### src/hdl/rcmb_pkg.sv
// Shared types, codes and a helper function for the RGB565 colour-math blender.
package rcmb_pkg;

    // Blend function codes carried by the func field
    localparam logic [2:0] FUNC_ADD       = 3'd0;
    localparam logic [2:0] FUNC_SUB       = 3'd1;
    localparam logic [2:0] FUNC_HALF_SUB  = 3'd2;
    localparam logic [2:0] FUNC_HALF_ADD  = 3'd3;
    localparam logic [2:0] FUNC_HALF_FIX  = 3'd4;

    // Configuration register indexes
    localparam int unsigned CFG_IDX_W = 2;
    localparam logic [CFG_IDX_W-1:0] CFG_CHANNEL_MASK = 2'd0;
    localparam logic [CFG_IDX_W-1:0] CFG_MARKER_MASK  = 2'd1;

    // Register reset values
    localparam logic [15:0] CHANNEL_MASK_RST = 16'hF7DE;
    localparam logic [15:0] MARKER_MASK_RST  = 16'h0020;

    // Configuration registers as seen by the pipeline
    typedef struct packed {
        logic [15:0] channel_mask;
        logic [15:0] marker_mask;
    } cfg_t;

    // Payload after decode: masked operands and skip decision
    typedef struct packed {
        logic [2:0]  func;
        logic [15:0] main_pixel;
        logic [15:0] op_a;
        logic [15:0] op_b;
        logic        skip;
        logic        sub_marked;
    } dec_t;

    // Payload after the halving adder
    typedef struct packed {
        logic [2:0]  func;
        logic [15:0] main_pixel;
        logic [15:0] half;
        logic        skip;
        logic        sub_marked;
    } half_t;

    // Final result item
    typedef struct packed {
        logic [15:0] result_pixel;
        logic        written;
    } res_t;

    // Double each channel of a half-sum and saturate at the channel maximum
    function automatic logic [15:0] dbl_sat(input logic [15:0] h);
        logic [4:0] r;
        logic [5:0] g;
        logic [4:0] b;
        begin
            r = h[15] ? 5'h1F : {h[14:11], 1'b0};
            g = h[10] ? 6'h3F : {h[9:5], 1'b0};
            b = h[4]  ? 5'h1F : {h[3:0], 1'b0};
            return {r, g, b};
        end
    endfunction

endpackage

### src/hdl/rcmb_if.sv
// Channel interfaces: pixel pair input, blended result output, configuration writes.
interface rcmb_pix_if;
    logic        valid;
    logic        ready;
    logic [2:0]  func;
    logic [15:0] main_pixel;
    logic [15:0] sub_pixel;

    modport source (output valid, output func, output main_pixel, output sub_pixel,
                    input ready);
    modport sink (input valid, input func, input main_pixel, input sub_pixel,
                  output ready);
endinterface

interface rcmb_res_if;
    logic        valid;
    logic        ready;
    logic [15:0] result_pixel;
    logic        written;

    modport source (output valid, output result_pixel, output written, input ready);
    modport sink (input valid, input result_pixel, input written, output ready);
endinterface

interface rcmb_cfg_if;
    import rcmb_pkg::*;
    logic                 valid;
    logic                 ready;
    logic [CFG_IDX_W-1:0] index;
    logic [15:0]          data;

    modport source (output valid, output index, output data, input ready);
    modport sink (input valid, input index, input data, output ready);
endinterface

### src/hdl/rcmb_decode.sv
// Stage 1: test markers, pick the skip case and mask both operands.
module rcmb_decode (
    input  logic               clk,
    input  logic               rst_n,
    input  logic               in_valid,
    output logic               in_ready,
    input  logic [2:0]         func,
    input  logic [15:0]        main_pixel,
    input  logic [15:0]        sub_pixel,
    input  rcmb_pkg::cfg_t     cfg_regs,
    output logic               out_valid,
    input  logic               out_ready,
    output rcmb_pkg::dec_t     out_data
);
    import rcmb_pkg::*;

    logic valid_reg;
    dec_t data_reg;
    dec_t data_next;
    logic main_marked;
    logic sub_marked;
    logic is_sub;

    // Decode markers and skip condition
    always_comb
    begin
        main_marked = (main_pixel & cfg_regs.marker_mask) != 16'h0000;
        sub_marked  = (sub_pixel & cfg_regs.marker_mask) != 16'h0000;
        is_sub      = 1'b0;
        data_next.skip = !main_marked;
        case (func)
            FUNC_ADD:      ;
            FUNC_SUB:      is_sub = 1'b1;
            FUNC_HALF_SUB: is_sub = 1'b1;
            FUNC_HALF_ADD: if (sub_marked) data_next.skip = 1'b1;
            FUNC_HALF_FIX: ;
            default:       data_next.skip = 1'b1;
        endcase
        data_next.func       = func;
        data_next.main_pixel = main_pixel;
        data_next.op_a       = (is_sub ? ~main_pixel : main_pixel) & cfg_regs.channel_mask;
        data_next.op_b       = sub_pixel & cfg_regs.channel_mask;
        data_next.sub_marked = sub_marked;
    end

    // Advance when the stage is empty or its content moves on
    assign in_ready = !valid_reg || out_ready;

    always_ff @(posedge clk or negedge rst_n)
    begin
        if (!rst_n)
            valid_reg <= 1'b0;
        else if (in_ready)
            valid_reg <= in_valid;
    end

    always_ff @(posedge clk)
    begin
        if (in_ready && in_valid)
            data_reg <= data_next;
    end

    assign out_valid = valid_reg;
    assign out_data  = data_reg;

endmodule

### src/hdl/rcmb_halve.sv
// Stage 2: 17-bit add of the masked operands, shifted down one place.
module rcmb_halve (
    input  logic               clk,
    input  logic               rst_n,
    input  logic               in_valid,
    output logic               in_ready,
    input  rcmb_pkg::dec_t     in_data,
    output logic               out_valid,
    input  logic               out_ready,
    output rcmb_pkg::half_t    out_data
);
    import rcmb_pkg::*;

    logic        valid_reg;
    half_t       data_reg;
    half_t       data_next;
    logic [16:0] sum;

    // Form the half-sum; the carry lands in bit 15
    always_comb
    begin
        sum = {1'b0, in_data.op_a} + {1'b0, in_data.op_b};
        data_next.func       = in_data.func;
        data_next.main_pixel = in_data.main_pixel;
        data_next.half       = sum[16:1];
        data_next.skip       = in_data.skip;
        data_next.sub_marked = in_data.sub_marked;
    end

    // Advance when the stage is empty or its content moves on
    assign in_ready = !valid_reg || out_ready;

    always_ff @(posedge clk or negedge rst_n)
    begin
        if (!rst_n)
            valid_reg <= 1'b0;
        else if (in_ready)
            valid_reg <= in_valid;
    end

    always_ff @(posedge clk)
    begin
        if (in_ready && in_valid)
            data_reg <= data_next;
    end

    assign out_valid = valid_reg;
    assign out_data  = data_reg;

endmodule

### src/hdl/rcmb_finish.sv
// Stage 3: saturating double, subtract complement, final halving and result select.
module rcmb_finish (
    input  logic               clk,
    input  logic               rst_n,
    input  logic               in_valid,
    output logic               in_ready,
    input  rcmb_pkg::half_t    in_data,
    input  rcmb_pkg::cfg_t     cfg_regs,
    output logic               out_valid,
    input  logic               out_ready,
    output rcmb_pkg::res_t     out_data
);
    import rcmb_pkg::*;

    logic        valid_reg;
    res_t        data_reg;
    res_t        data_next;
    logic [15:0] dbl;
    logic [15:0] inv;

    // Select the blended pixel for the function code
    always_comb
    begin
        dbl = dbl_sat(in_data.half);
        inv = ~dbl;
        data_next.result_pixel = in_data.main_pixel;
        data_next.written      = 1'b0;
        if (!in_data.skip)
        begin
            data_next.written = 1'b1;
            case (in_data.func)
                FUNC_ADD:      data_next.result_pixel = dbl;
                FUNC_SUB:      data_next.result_pixel = inv;
                FUNC_HALF_SUB:
                    if (in_data.sub_marked)
                        data_next.result_pixel = inv;
                    else
                        data_next.result_pixel = (inv & cfg_regs.channel_mask) >> 1;
                FUNC_HALF_ADD: data_next.result_pixel = in_data.half;
                FUNC_HALF_FIX:
                    data_next.result_pixel = in_data.sub_marked ? dbl : in_data.half;
                default:
                begin
                    data_next.result_pixel = in_data.main_pixel;
                    data_next.written      = 1'b0;
                end
            endcase
        end
    end

    // Hold the result until the receiver takes it
    assign in_ready = !valid_reg || out_ready;

    always_ff @(posedge clk or negedge rst_n)
    begin
        if (!rst_n)
            valid_reg <= 1'b0;
        else if (in_ready)
            valid_reg <= in_valid;
    end

    always_ff @(posedge clk)
    begin
        if (in_ready && in_valid)
            data_reg <= data_next;
    end

    assign out_valid = valid_reg;
    assign out_data  = data_reg;

endmodule

### src/hdl/rgb565_colour_math_blender.sv
// Top level of the RGB565 colour-math blender: config registers and three-stage pipeline.
//
// Usage:
// - pixels: one transfer carries func, main_pixel and sub_pixel. One item may be
//   taken every cycle.
// - blended: one transfer per input item, in order, carrying result_pixel and
//   written. written is 0 when the main pixel is passed through unchanged.
// - cfg: index 0 writes channel_mask, index 1 writes marker_mask; other indexes
//   are ignored. The port is always ready. Write only while the pipeline is empty.
// Path: each result is registered in the decode, halve and finish stages in turn
//   before it is valid at blended.
// Throughput: 1 item per cycle unless blended stalls; set by the three register stages
//   (decode/mask, halving adder, double/select) each taking one item per cycle.
// Reset: rst_n clears all stage valid bits and loads channel_mask = 0xF7DE and
//   marker_mask = 0x0020; no result is pending afterward.
// Stall: when blended.ready is low, the last stage holds its result and empty
//   stages ahead of it keep filling; once all three stages are full, pixels.ready
//   drops in the same cycle, so up to three items are held without loss or repetition.
module rgb565_colour_math_blender (
    input  logic          clk,
    input  logic          rst_n,
    rcmb_pix_if.sink      pixels,
    rcmb_res_if.source    blended,
    rcmb_cfg_if.sink      cfg
);
    import rcmb_pkg::*;

    logic [15:0] channel_mask_reg;
    logic [15:0] marker_mask_reg;
    cfg_t        cfg_regs;

    logic        dec_valid;
    logic        dec_ready;
    dec_t        dec_data;
    logic        half_valid;
    logic        half_ready;
    half_t       half_data;
    res_t        res_data;

    // Accept configuration writes at any time
    assign cfg.ready = 1'b1;

    always_ff @(posedge clk or negedge rst_n)
    begin
        if (!rst_n)
        begin
            channel_mask_reg <= CHANNEL_MASK_RST;
            marker_mask_reg  <= MARKER_MASK_RST;
        end
        else if (cfg.valid)
        begin
            case (cfg.index)
                CFG_CHANNEL_MASK: channel_mask_reg <= cfg.data;
                CFG_MARKER_MASK:  marker_mask_reg  <= cfg.data;
                default:          ;
            endcase
        end
    end

    assign cfg_regs.channel_mask = channel_mask_reg;
    assign cfg_regs.marker_mask  = marker_mask_reg;

    // Stage 1: decode and mask
    rcmb_decode u_decode (
        .clk        (clk),
        .rst_n      (rst_n),
        .in_valid   (pixels.valid),
        .in_ready   (pixels.ready),
        .func       (pixels.func),
        .main_pixel (pixels.main_pixel),
        .sub_pixel  (pixels.sub_pixel),
        .cfg_regs   (cfg_regs),
        .out_valid  (dec_valid),
        .out_ready  (dec_ready),
        .out_data   (dec_data)
    );

    // Stage 2: halving adder
    rcmb_halve u_halve (
        .clk       (clk),
        .rst_n     (rst_n),
        .in_valid  (dec_valid),
        .in_ready  (dec_ready),
        .in_data   (dec_data),
        .out_valid (half_valid),
        .out_ready (half_ready),
        .out_data  (half_data)
    );

    // Stage 3: double, complement and select
    rcmb_finish u_finish (
        .clk       (clk),
        .rst_n     (rst_n),
        .in_valid  (half_valid),
        .in_ready  (half_ready),
        .in_data   (half_data),
        .cfg_regs  (cfg_regs),
        .out_valid (blended.valid),
        .out_ready (blended.ready),
        .out_data  (res_data)
    );

    assign blended.result_pixel = res_data.result_pixel;
    assign blended.written      = res_data.written;

endmodule
### src/flat_wrapper.sv
// flat-port wrapper written by rule: the top's interface ports become plain ports
module rgb565_colour_math_blender_flat import rcmb_pkg::*;
  (clk, rst_n, pixels_valid, pixels_func, pixels_main_pixel, pixels_sub_pixel, pixels_ready, blended_valid, blended_result_pixel, blended_written, blended_ready, cfg_valid, cfg_index, cfg_data, cfg_ready);
  rcmb_pix_if pixels_i ();
  rcmb_res_if blended_i ();
  rcmb_cfg_if cfg_i ();
  input  logic clk;
  input  logic rst_n;
  input wire logic [$bits(pixels_i.valid)-1:0] pixels_valid;
  input wire logic [$bits(pixels_i.func)-1:0] pixels_func;
  input wire logic [$bits(pixels_i.main_pixel)-1:0] pixels_main_pixel;
  input wire logic [$bits(pixels_i.sub_pixel)-1:0] pixels_sub_pixel;
  output wire logic [$bits(pixels_i.ready)-1:0] pixels_ready;
  output wire logic [$bits(blended_i.valid)-1:0] blended_valid;
  output wire logic [$bits(blended_i.result_pixel)-1:0] blended_result_pixel;
  output wire logic [$bits(blended_i.written)-1:0] blended_written;
  input wire logic [$bits(blended_i.ready)-1:0] blended_ready;
  input wire logic [$bits(cfg_i.valid)-1:0] cfg_valid;
  input wire logic [$bits(cfg_i.index)-1:0] cfg_index;
  input wire logic [$bits(cfg_i.data)-1:0] cfg_data;
  output wire logic [$bits(cfg_i.ready)-1:0] cfg_ready;
  assign pixels_i.valid = pixels_valid;
  assign pixels_i.func = pixels_func;
  assign pixels_i.main_pixel = pixels_main_pixel;
  assign pixels_i.sub_pixel = pixels_sub_pixel;
  assign pixels_ready = pixels_i.ready;
  assign blended_valid = blended_i.valid;
  assign blended_result_pixel = blended_i.result_pixel;
  assign blended_written = blended_i.written;
  assign blended_i.ready = blended_ready;
  assign cfg_i.valid = cfg_valid;
  assign cfg_i.index = cfg_index;
  assign cfg_i.data = cfg_data;
  assign cfg_ready = cfg_i.ready;
  rgb565_colour_math_blender u_core (.clk(clk), .rst_n(rst_n), .pixels(pixels_i), .blended(blended_i), .cfg(cfg_i));
endmodule
### config.mk
export PLATFORM = sky130hd
export DESIGN_NAME = rgb565_colour_math_blender_flat
export DESIGN_NICKNAME = d
export VERILOG_FILES = /design/src/hdl/rcmb_pkg.sv /design/src/hdl/rcmb_if.sv /design/src/hdl/rcmb_decode.sv /design/src/hdl/rcmb_halve.sv /design/src/hdl/rcmb_finish.sv /design/src/hdl/rgb565_colour_math_blender.sv /design/src/flat_wrapper.sv
export SDC_FILE = /design/constraint.sdc
export NUM_CORES = 1
export LEC_CHECK = 0
export BUFFER_PORTS_ARGS = -buffer_cell sky130_fd_sc_hd__buf_2
export CAP_MARGIN = 20
export CELL_PAD_IN_SITES_DETAIL_PLACEMENT = 2
export CELL_PAD_IN_SITES_GLOBAL_PLACEMENT = 2
export CORE_ASPECT_RATIO = 0.9
export CORE_MARGIN = 3
export CORE_UTILIZATION = 41
export CTS_CLUSTER_SIZE = 14
export DETAILED_ROUTE_END_ITERATION = 8
export GPL_TIMING_DRIVEN = 1
export MAX_ROUTING_LAYER = met4
export PLACE_DENSITY = 0.87
export SLEW_MARGIN = 20
export SYNTH_ARGS = -nofsm -noshare
export SYNTH_HDL_FRONTEND = slang
export SYNTH_HIERARCHICAL = 1
export SYNTH_SLANG_ARGS = --single-unit
### constraint.sdc
create_clock -name clk -period 2.72 [get_ports clk]
set_clock_uncertainty 0.15 [all_clocks]
set_input_delay 0.136 -clock clk [delete_from_list [all_inputs] [get_ports clk]]
set_output_delay 0.136 -clock clk [all_outputs]
set_load 0.02 [all_outputs]
==> impl_metrics.json, run 1 <==
{
  "hp-class": "in2reg",
  "syn-num-nets": 599,
  "timing.final.crit_share": 1.04,
  "syn_area_sq_mm": 0.00694,
  "slew_violations": 0,
  "grtUsageMet1": 0.375,
  "period_minus_slack_ps": 2830,
  "violations": "setup timing",
  "power.leakage_nw": 3.33,
  "r2r_slack_ps": -110,
  "place_area_sq_mm": 0.00748,
  "r2r_cells": 6,
  "die_w_um": 143,
  "setup.worst_path.start": "u_core/u_decode/out_data[20]$_DFFE_PP_",
  "synthCells": 525,
  "crit_family": "compound AO/OA/AOI/OAI gates",
  "crit_path_end_kind": "flip-flop",
  "avgSynthCellArea_sq_um": 13.2,
  "cts_buffers": 17,
  "setup_viol": 7,
  "cap_viol_max_count": 0,
  "synth_cell_types": 71,
  "cts_buffer_depth": 2,
  "drive_above_1_share": 0.275,
  "cp_cell_sequence": "ha_1 -> nand4_1 -> a211oi_1 -> o31a_2 -> o2111ai_1 -> and3_1",
  "grt_pass1_wl_um": 41600,
  "clkSinkCount": 142,
  "rows": 44,
  "p_switching_mw": 2.35,
  "io_buffers": 76,
  "area_growth_pct": 24.7,
  "fin_area_sq_mm": 0.00865,
  "timing.fmax_mhz": 353,
  "use_met2": 0.523,
  "first_pass_iters": 5,
  "whs_ps": 49.7,
  "drt_iter0_markers": 622,
  "synth_top_cell_by_area": "edfxtp_1",
  "wl_per_cell_um": 35.5,
  "viasPerCell": 6.49,
  "finalHoldViolations": 0,
  "ys_ff_latch": 142,
  "cts-htree-levels": 4,
  "dr_total_vias": 5702,
  "routed_wirelength_um": 31200,
  "layout.cells.most_common": "edfxtp_1",
  "grt_antenna_before_repair": 2,
  "synth-edff-count": 107,
  "cp_num_buf_inv": 0,
  "vdd.ir_drop.worst_mv": 0.602,
  "status": "finished, violations left",
  "yosys_warnings": 6,
  "ys.flop_type": "edfxtp_1",
  "core_area_sq_mm": 0.0164,
  "grt_pass1_vias": 6061,
  "use_met3": 0.0904,
  "crit_path_start_kind": "flip-flop",
  "synth_seq_area_share": 0.592,
  "power_mw": 6.99,
  "grt.busiest_layer": "met2",
  "finalWorstSetupSlack_ps": -111,
  "clkPwrFrac": 0.338,
  "cts-root-buf": "clkbuf_16",
  "die_y_um": 129,
  "place_hpwl_um": 16400,
  "largest_reg_flops": 53,
  "power.density_mw_per_mm2": 807,
  "cpMaxStageDelayCell": "ha_1",
  "synth_top_area_frac": 0.463,
  "dieArea_sq_mm": 0.0185,
  "crit_fanout": 4,
  "worstSetupPathType": "reg2reg",
  "arrival_ps": 2870,
  "synthArstFlopShare": 0.246,
  "combPwrFrac": 0.219,
  "ant_nets": 0,
  "place_ws_ps": 23.2,
  "clock_latency_ps": 450,
  "r2r-end": "u_core/u_halve/out_data[14]$_DFFE_PP_",
  "internal_power_mw": 4.63,
  "gp_congestion": 0.977,
  "endpoint": "u_core/u_halve/out_data[14]$_DFFE_PP_",
  "cp_slowest_stage_delay_ps": 480,
  "initial_core_util": 0.424,
  "max_slew.worst_pin.slew_ps": 939,
  "relSlewSlack": 0.373,
  "p_seq_frac": 0.443,
  "overflow": 0,
  "r2r_start": "u_core/u_decode/out_data[20]$_DFFE_PP_",
  "grtUsageTotal": 0.326,
  "grt_max_degree": 54,
  "pin_count": 78,
  "drc": 0,
  "cts_tree": "done",
  "synth_area_leaders": "edfxtp_1, dfrtp_1, dfstp_2, mux2_2, and2_1",
  "fin_nets": 731,
  "crit_cells": 6,
  "crit_required_ps": 2760,
  "final_cell_mix": "edfxtp_1, buf_2, dlygate4sd3_1",
  "clkTransAtPathRegs_ps": 70,
  "p_sw_frac": 0.337
}
## routing by layer
layer	wire length (um)	share of wire	up-vias
li1	-	-	2278
met1	12000	0.39	2953
met4	1430	0.046	0
met2	15600	0.50	380
met5	0	0	-
met3	2130	0.068	91
## cells in the mapped netlist (all sizes together), types with 7 or more instances
cell type and n:
ha 15, nor3 7, nand3 12, nor2 26
edfxtp 107, o21ai 21, a21o 12, xnor2 8
o22a 11, a22oi 10, and2 38, mux2 32
buf 20, nand2 13, clkbuf 8, a21oi 22
nand2b 8, dfrtp 21, dfstp 14, a221oi 9
xor2 24
## kinds of logic (layout without fill, tap and decap cells)
| kind of cell | after synthesis | in the layout | synth area share |
|---|---|---|---|
| xor+xnor | 32 | 32 | 0.0404 |
| buf+inv | 31 | 176 | 0.0278 |
| simple gates | 134 | 134 | 0.113 |
| compound gates | 135 | 135 | 0.141 |
| mux | 34 | 34 | 0.0548 |
| flops | 142 | 142 | 0.592 |
| other cells | 1 | 3 | 0.000540 |
| fa+ha+maj | 16 | 16 | 0.0299 |
## through the flow
step / setup TNS [ps] / utilization / std cells
final: -324 / 0.529 / 879
after global routing: -439 / 0.529 / 879
after CTS: 0 / 0.525 / 875
after detailed placement: 0 / 0.457 / 789
after global placement: 0 / 0.457 / 789
after floorplan: 0 / - / 525
## tightest hold or removal path, delay by kind of cell
family	cells	cell delay [ps]
muxes	1	250
buffers and inverters	1	110
and+or+nand+nor	1	120
## power by group through the flow
stage	Combinational (mW)	Clock (mW)	Sequential, mW
detailed placement	1.20	0	3.08
floorplan	0.812	0	2.95
global placement	1.08	0	3.03
global route	1.58	2.45	3.12
CTS	1.32	2.23	3.05
finish	1.53	2.36	3.10
## area by class of cell
class,count,area [sq um]
Antenna cell,2,5.00
Multi-Input combinational cell,352,2710
Tap cell,207,259
Sequential cell,142,4110
Clock inverter,6,32.5
Inverter,3,11.3
Timing Repair Buffer,141,1020
Fill cell,1500,7700
Clock buffer,26,519
## repair_timing
| item | in CTS | in global routing |
|---|---|---|
| endpoints found under the hold margin | 90 | 0 |
| endpoints found under the setup margin | 1 | 7 |
| pin swaps | 0 | 2 |
| resized for setup | 1 | 11 |
| hold buffers | 54 | 0 |
| buffers inserted | 0 | 2 |
## worst min-delay path by stage
stage | cells past startpoint | endpoint | startpoint
after global placement | 1 | u_core/marker_mask_reg[15]$_DFFE_PN0P_ | rst_n
after floorplan | 0 | u_core/channel_mask_reg[0]$_DFFE_PN0P_ | rst_n
final | 3 | u_core/channel_mask_reg[15]$_DFFE_PN1P_ | cfg_index[1]
after CTS | 3 | u_core/channel_mask_reg[15]$_DFFE_PN1P_ | cfg_index[1]
after detailed placement | 1 | u_core/marker_mask_reg[15]$_DFFE_PN0P_ | rst_n
after global routing | 3 | u_core/channel_mask_reg[15]$_DFFE_PN1P_ | cfg_index[1]
Note: power is estimated with default switching activity, not from simulation.
==> inputs of run 2 (changes only) <==
- CELL_PAD_IN_SITES_DETAIL_PLACEMENT: 2 -> 0
- CELL_PAD_IN_SITES_GLOBAL_PLACEMENT: 2 -> 1
- CORE_UTILIZATION: 41 -> 48
- SYNTH_HIERARCHICAL: 1 -> not set
==> run 2 against run 1 <==
Effect of this change: the flow now finishes without violations; total power is 10% lower; synthesized cell count did not move; flip-flop and latch count is the same.
==> impl_metrics.json, run 2 <==
{
  "place_hpwl_um": 11900,
  "fin_nets": 737,
  "relSlewSlack": 0.317,
  "finalHoldViolations": 0,
  "synth-edff-count": 107,
  "grt_pass1_vias": 4771,
  "arrival_ps": 2630,
  "io_buffers": 76,
  "cts_buffers": 17,
  "clock_latency_ps": 410,
  "r2r_cells": 7,
  "crit_fanout": 3,
  "use_met3": 0.0553,
  "layout.cells.most_common": "edfxtp_1",
  "crit_path_end_kind": "flip-flop",
  "die_y_um": 119,
  "power.leakage_nw": 3.22,
  "slew_violations": 0,
  "power.density_mw_per_mm2": 733,
  "final_cell_mix": "edfxtp_1, buf_2, dlygate4sd3_1",
  "cts-root-buf": "clkbuf_16",
  "grt_pass1_wl_um": 26500,
  "synthArstFlopShare": 0.246,
  "syn_area_sq_mm": 0.00686,
  "timing.fmax_mhz": 381,
  "overflow": 0,
  "cap_viol_max_count": 0,
  "min_to": "u_core.channel_mask_reg[5]$_DFFE_PN0P_",
  "placed_cells": 777,
  "ys.flop_type": "edfxtp_1",
  "syn-num-nets": 599,
  "period_minus_slack_ps": 2620,
  "avgSynthCellArea_sq_um": 13.1,
  "cts_tree": "done",
  "clkSinkCount": 142,
  "synth_top_area_frac": 0.468,
  "min_from": "cfg_index[1]",
  "final_cells": 865,
  "grtUsageTotal": 0.226,
  "ys_ff_latch": 142,
  "multi_input_area_sq_mm": 0.00264,
  "synth_top_cell_by_area": "edfxtp_1",
  "drive_above_1_share": 0.226,
  "setup_viol": 0,
  "clkTransAtPathRegs_ps": 50,
  "synthTopCellsByCount": "edfxtp_1, and2_1, nand2_1",
  "grt_antenna_before_repair": 0,
  "initial_core_util": 0.502,
  "worstSetupPathType": "reg2reg",
  "area_growth_pct": 24.6,
  "synthCells": 525,
  "r2r_start": "u_core.u_decode.out_data[2]$_DFFE_PP_",
  "yosys_warnings": 0,
  "status": "finished, final reports clean",
  "cts-htree-levels": 4,
  "cts_buffer_depth": 2,
  "viasPerCell": 5.67,
  "drt_iter0_markers": 490,
  "ant_nets": 0,
  "max_slew.worst_pin.slew_ps": 1020,
  "worstHoldPathCells": 4,
  "largest_reg_flops": 53,
  "r2r-end": "u_core.u_halve.out_data[15]$_DFFE_PP_",
  "final.setup.tns_ps": 0,
  "die_w_um": 132,
  "num_antenna_cells": 0,
  "seqCellArea_sq_mm": 0.00411,
  "vdd.ir_drop.worst_mv": 0.511,
  "pin_count": 78,
  "synth_seq_area_share": 0.598,
  "drc": 0,
  "num-fill-cells": 1008,
  "core_area_sq_mm": 0.0137,
  "synth_cell_types": 63,
  "routed_wirelength_um": 16800,
  "grt.busiest_layer": "met2",
  "use_met2": 0.342,
  "r2r_slack_ps": 100,
  "dr_total_vias": 4902,
  "crit_path_start_kind": "flip-flop",
  "crit_required_ps": 2720,
  "synth_area_leaders": "edfxtp_1, dfrtp_1, dfstp_2, mux2_1, and2_1",
  "wl_per_cell_um": 19.5,
  "first_pass_iters": 5,
  "grt_max_degree": 38,
  "hp-class": "in2reg",
  "gp_congestion": 0.916,
  "whs_ps": 162,
  "dieArea_sq_mm": 0.0158,
  "grtUsageMet1": 0.303,
  "rows": 40,
  "timing.final.crit_share": 0.964,
  "yosysMostFrequentCell": "edfxtp_1"
}
run 2: cell types whose count changed after synthesis, sizes merged, moves of 4 or more:
cell / change
o2111ai: +8
o31ai: -4
a211oi: -5
a21o: -9
a21oi: +6
buf: -8
nor2: -6
nand3b: +10
nand2: +21
nand3: -8
run 2: per-layer routing:
layer / share of wire / up-vias / wire, um
met3: 0.058 / 21 / 969
met1: 0.46 / 2392 / 7700
met5: 0 / - / 0
met2: 0.47 / 206 / 7940
li1: - / 2283 / -
met4: 0.013 / 0 / 226
run 2: layout make-up:
type                       instances  area share
clock inverter                     8     0.00761
clock buffer                      24      0.0551
sequential                       142       0.480
inverter                           5     0.00219
tap                              189      0.0276
multi-input combinational        357       0.309
timing repair buffer             140       0.118
run 2: worst max-delay path, stage by stage (launching register included):
cell and delay [ps]:
edfxtp_1 390, and2_1 190, fa_1 400, a21o_1 240
a311oi_2 320, nor4_2 100, or2_1 250, a311o_1 320
run 2: cell families after synthesis:
group | Yosys count | synth area share
xor gates and xnor gates | 32 | 0.0408
DFF | 142 | 0.598
other | 1 | 0.000546
AOI/OAI and AO/OA | 128 | 0.131
muxes | 36 | 0.0593
and+or+nand+nor | 144 | 0.122
adders and majority gates | 16 | 0.0303
buffers and inverters | 26 | 0.0175
run 2: per-stage QoR:
step	cell area [sq um]	utilization	power, mW	worst slack (ps)
after global routing	8550	0.626	6.55	-3.09
final	8550	0.626	6.27	98.4
after CTS	8540	0.625	6.29	58.7
after detailed placement	7450	0.545	4.12	71.3
after global placement	7450	0.545	4.08	111
after floorplan	6860	-	3.72	2.36
run 2: how the worst max path moves through the flow:
stage / startpoint / to / slack, ps
after floorplan: u_core.u_finish.out_valid$_DFFE_PN0P_ / u_core.u_decode.out_data[0]$_DFFE_PP_ / 2
after global placement: u_core.u_decode.out_data[2]$_DFFE_PP_ / u_core.u_halve.out_data[15]$_DFFE_PP_ / 110
after detailed placement: u_core.u_decode.out_data[2]$_DFFE_PP_ / u_core.u_halve.out_data[15]$_DFFE_PP_ / 70
after CTS: u_core.u_decode.out_data[2]$_DFFE_PP_ / u_core.u_halve.out_data[15]$_DFFE_PP_ / 60
after global routing: u_core.u_decode.out_data[2]$_DFFE_PP_ / u_core.u_halve.out_data[15]$_DFFE_PP_ / -3
final: u_core.u_decode.out_data[2]$_DFFE_PP_ / u_core.u_halve.out_data[15]$_DFFE_PP_ / 100
run 2: repair_timing:
| item | in CTS | in global routing |
|---|---|---|
| buffers inserted | 0 | 1 |
| resized for setup | 0 | 1 |
| endpoints found under the setup margin | 0 | 1 |
| hold buffers | 55 | 0 |
| endpoints found under the hold margin | 92 | 0 |
run 2: power by group:
group	switching (mW)	total (mW)	internal (mW)
Combinational	0.611	1.15	0.535
Clock	0.798	2.09	1.29
Sequential	0.288	3.03	2.75
Total	1.70	6.27	4.57
==> inputs of run 3 (changes only) <==
- CORE_UTILIZATION: 48 -> 40
- PLACE_DENSITY: 0.87 -> 0.75
==> run 3 against run 2 <==
Effect of this change: total power up 2.3%; clock-buffer cell count fell by 5; largest cell class unchanged; critical path depth unchanged; cell area increased by 0.94%; register-to-register slack lost 40 ps; via count fell by 0.53%.
==> impl_metrics.json, run 3 (synthesis gave the netlist of run 2 again) <==
{
  "status": "finished, final reports clean",
  "grt_pass1_vias": 4930,
  "period_minus_slack_ps": 2660,
  "die_y_um": 130,
  "crit_path_end_kind": "flip-flop",
  "worstSetupPathType": "reg2reg",
  "routed_wirelength_um": 17200,
  "crit_fanout": 3,
  "dr_total_vias": 4876,
  "post-route-util": 0.524,
  "whs_ps": 158,
  "timing.fmax_mhz": 376,
  "ant_nets": 0,
  "die_w_um": 144,
  "cts_buffer_depth": 2,
  "rsz0062_at_grt": "no",
  "clock_latency_ps": 420,
  "drive_above_1_share": 0.239,
  "relSlewSlack": 0.266,
  "wl_per_cell_um": 19.4,
  "overflow": 0,
  "largest_reg_flops": 53,
  "pin_count": 78,
  "grt_max_degree": 54,
  "io_buffers": 76,
  "power_mw": 6.41,
  "place_hpwl_um": 12400,
  "use_met2": 0.286,
  "use_met3": 0.0418,
  "vdd.ir_drop.worst_mv": 0.460,
  "grtUsageMet1": 0.284,
  "slew_violations": 0,
  "cts-root-buf": "clkbuf_16",
  "cts-htree-levels": 4,
  "rows": 44,
  "finalHoldViolations": 0,
  "final.setup.tns_ps": 0,
  "cap_viol_max_count": 0,
  "crit_required_ps": 2740,
  "dieArea_sq_mm": 0.0188,
  "place_area_sq_mm": 0.00749,
  "grtUsageTotal": 0.199,
  "num_antenna_cells": 0,
  "grt.busiest_layer": "met2",
  "clkTransAtPathRegs_ps": 60,
  "cts_tree": "done",
  "area_growth_pct": 25.8,
  "drc": 0,
  "fin_area_sq_mm": 0.00863,
  "first_pass_iters": 5,
  "drt_iter0_markers": 365,
  "power.density_mw_per_mm2": 743,
  "grt_pass1_wl_um": 27400,
  "num-fill-cells": 1357,
  "post-cts-setup-buffers": 0,
  "crit_path_start_kind": "flip-flop",
  "viasPerCell": 5.52,
  "clkSinkCount": 142,
  "timing.final.crit_share": 0.977,
  "gp_congestion": 0.908,
  "core_area_sq_mm": 0.0165,
  "layout.cells.most_common": "edfxtp_1",
  "cts_buffers": 17,
  "grt_antenna_before_repair": 0,
  "max_slew.worst_pin.slew_ps": 1100,
  "hp-class": "in2reg",
  "setup_viol": 0,
  "power.leakage_nw": 3.26,
  "initial_core_util": 0.417,
  "final_cell_mix": "edfxtp_1, buf_2, dlygate4sd3_1",
  "arrival_ps": 2670,
  "fin_nets": 738
}
run 3: cell types whose count changed in the layout (fill, tap and decap cells not counted):
cell / delta
bufinv_16: -1
a311oi_2: -1
a311oi_4: +1
clkinv_1: -3
buf_4: +1
inv_4: +1
inv_6: +4
clkbuf_16: +2
clkinv_4: +4
clkbuf_8: -2
clkbuf_1: -5
run 3: what timing repair did:
| action | in CTS | in global routing |
|---|---|---|
| hold buffers | 55 | 0 |
| endpoints found under the setup margin | 0 | 1 |
| hold endpoints to repair | 92 | 0 |
| gates resized for setup | 0 | 2 |
run 3: per-stage QoR:
step	setup slack, ps	cells
after floorplan	2.36	525
after global placement	102	797
after detailed placement	57.5	797
after CTS	41.9	884
after global routing	0.617	884
final	63.3	884
run 3: per-layer routing:
layer  routed length [um]  vias to the layer above
li1                     -                     2292
met1                 8250                     2348
met2                 7630                      207
met3                  962                       29
met4                  329                        0
met5                    0                        -
run 3: critical path: stages (launching register included):
cell	delay (ps)
edfxtp_1	400
and2_1	190
fa_1	400
a21o_1	250
a311oi_4	320
nor4_2	110
or2_1	260
a311o_1	330
run 3: layout make-up:
class,count,area [sq um],area share
sequential,142,4110,0.476
multi-input combinational,357,2660,0.308
timing repair buffer,141,1020,0.118
clock buffer,19,475,0.0551
tap,207,259,0.0300
clock inverter,13,100,0.0116
inverter,5,18.8,0.00217
run 3: worst paths after layout:
check,startpoint,end,slack [ps],cells past startpoint
setup / recovery,u_core.u_decode.out_data[2]$_DFFE_PP_,u_core.u_halve.out_data[15]$_DFFE_PP_,60,7
max in group asynchronous,rst_n,u_core.marker_mask_reg[9]$_DFFE_PN0P_,1770,2
hold reg to reg,u_core.u_decode.out_data[39]$_DFFE_PP_,u_core.u_halve.out_data[23]$_DFFE_PP_,270,0
hold / removal,cfg_index[1],u_core.channel_mask_reg[8]$_DFFE_PN1P_,160,4
min in group asynchronous,rst_n,u_core.marker_mask_reg[0]$_DFFE_PN0P_,170,2
setup reg to reg,u_core.u_decode.out_data[2]$_DFFE_PP_,u_core.u_halve.out_data[15]$_DFFE_PP_,60,7
run 3: where the power goes:
part	internal, mW	switching [mW]	total, mW
clock	1.29	0.934	2.22
sequential	2.74	0.288	3.03
combinational	0.537	0.620	1.16
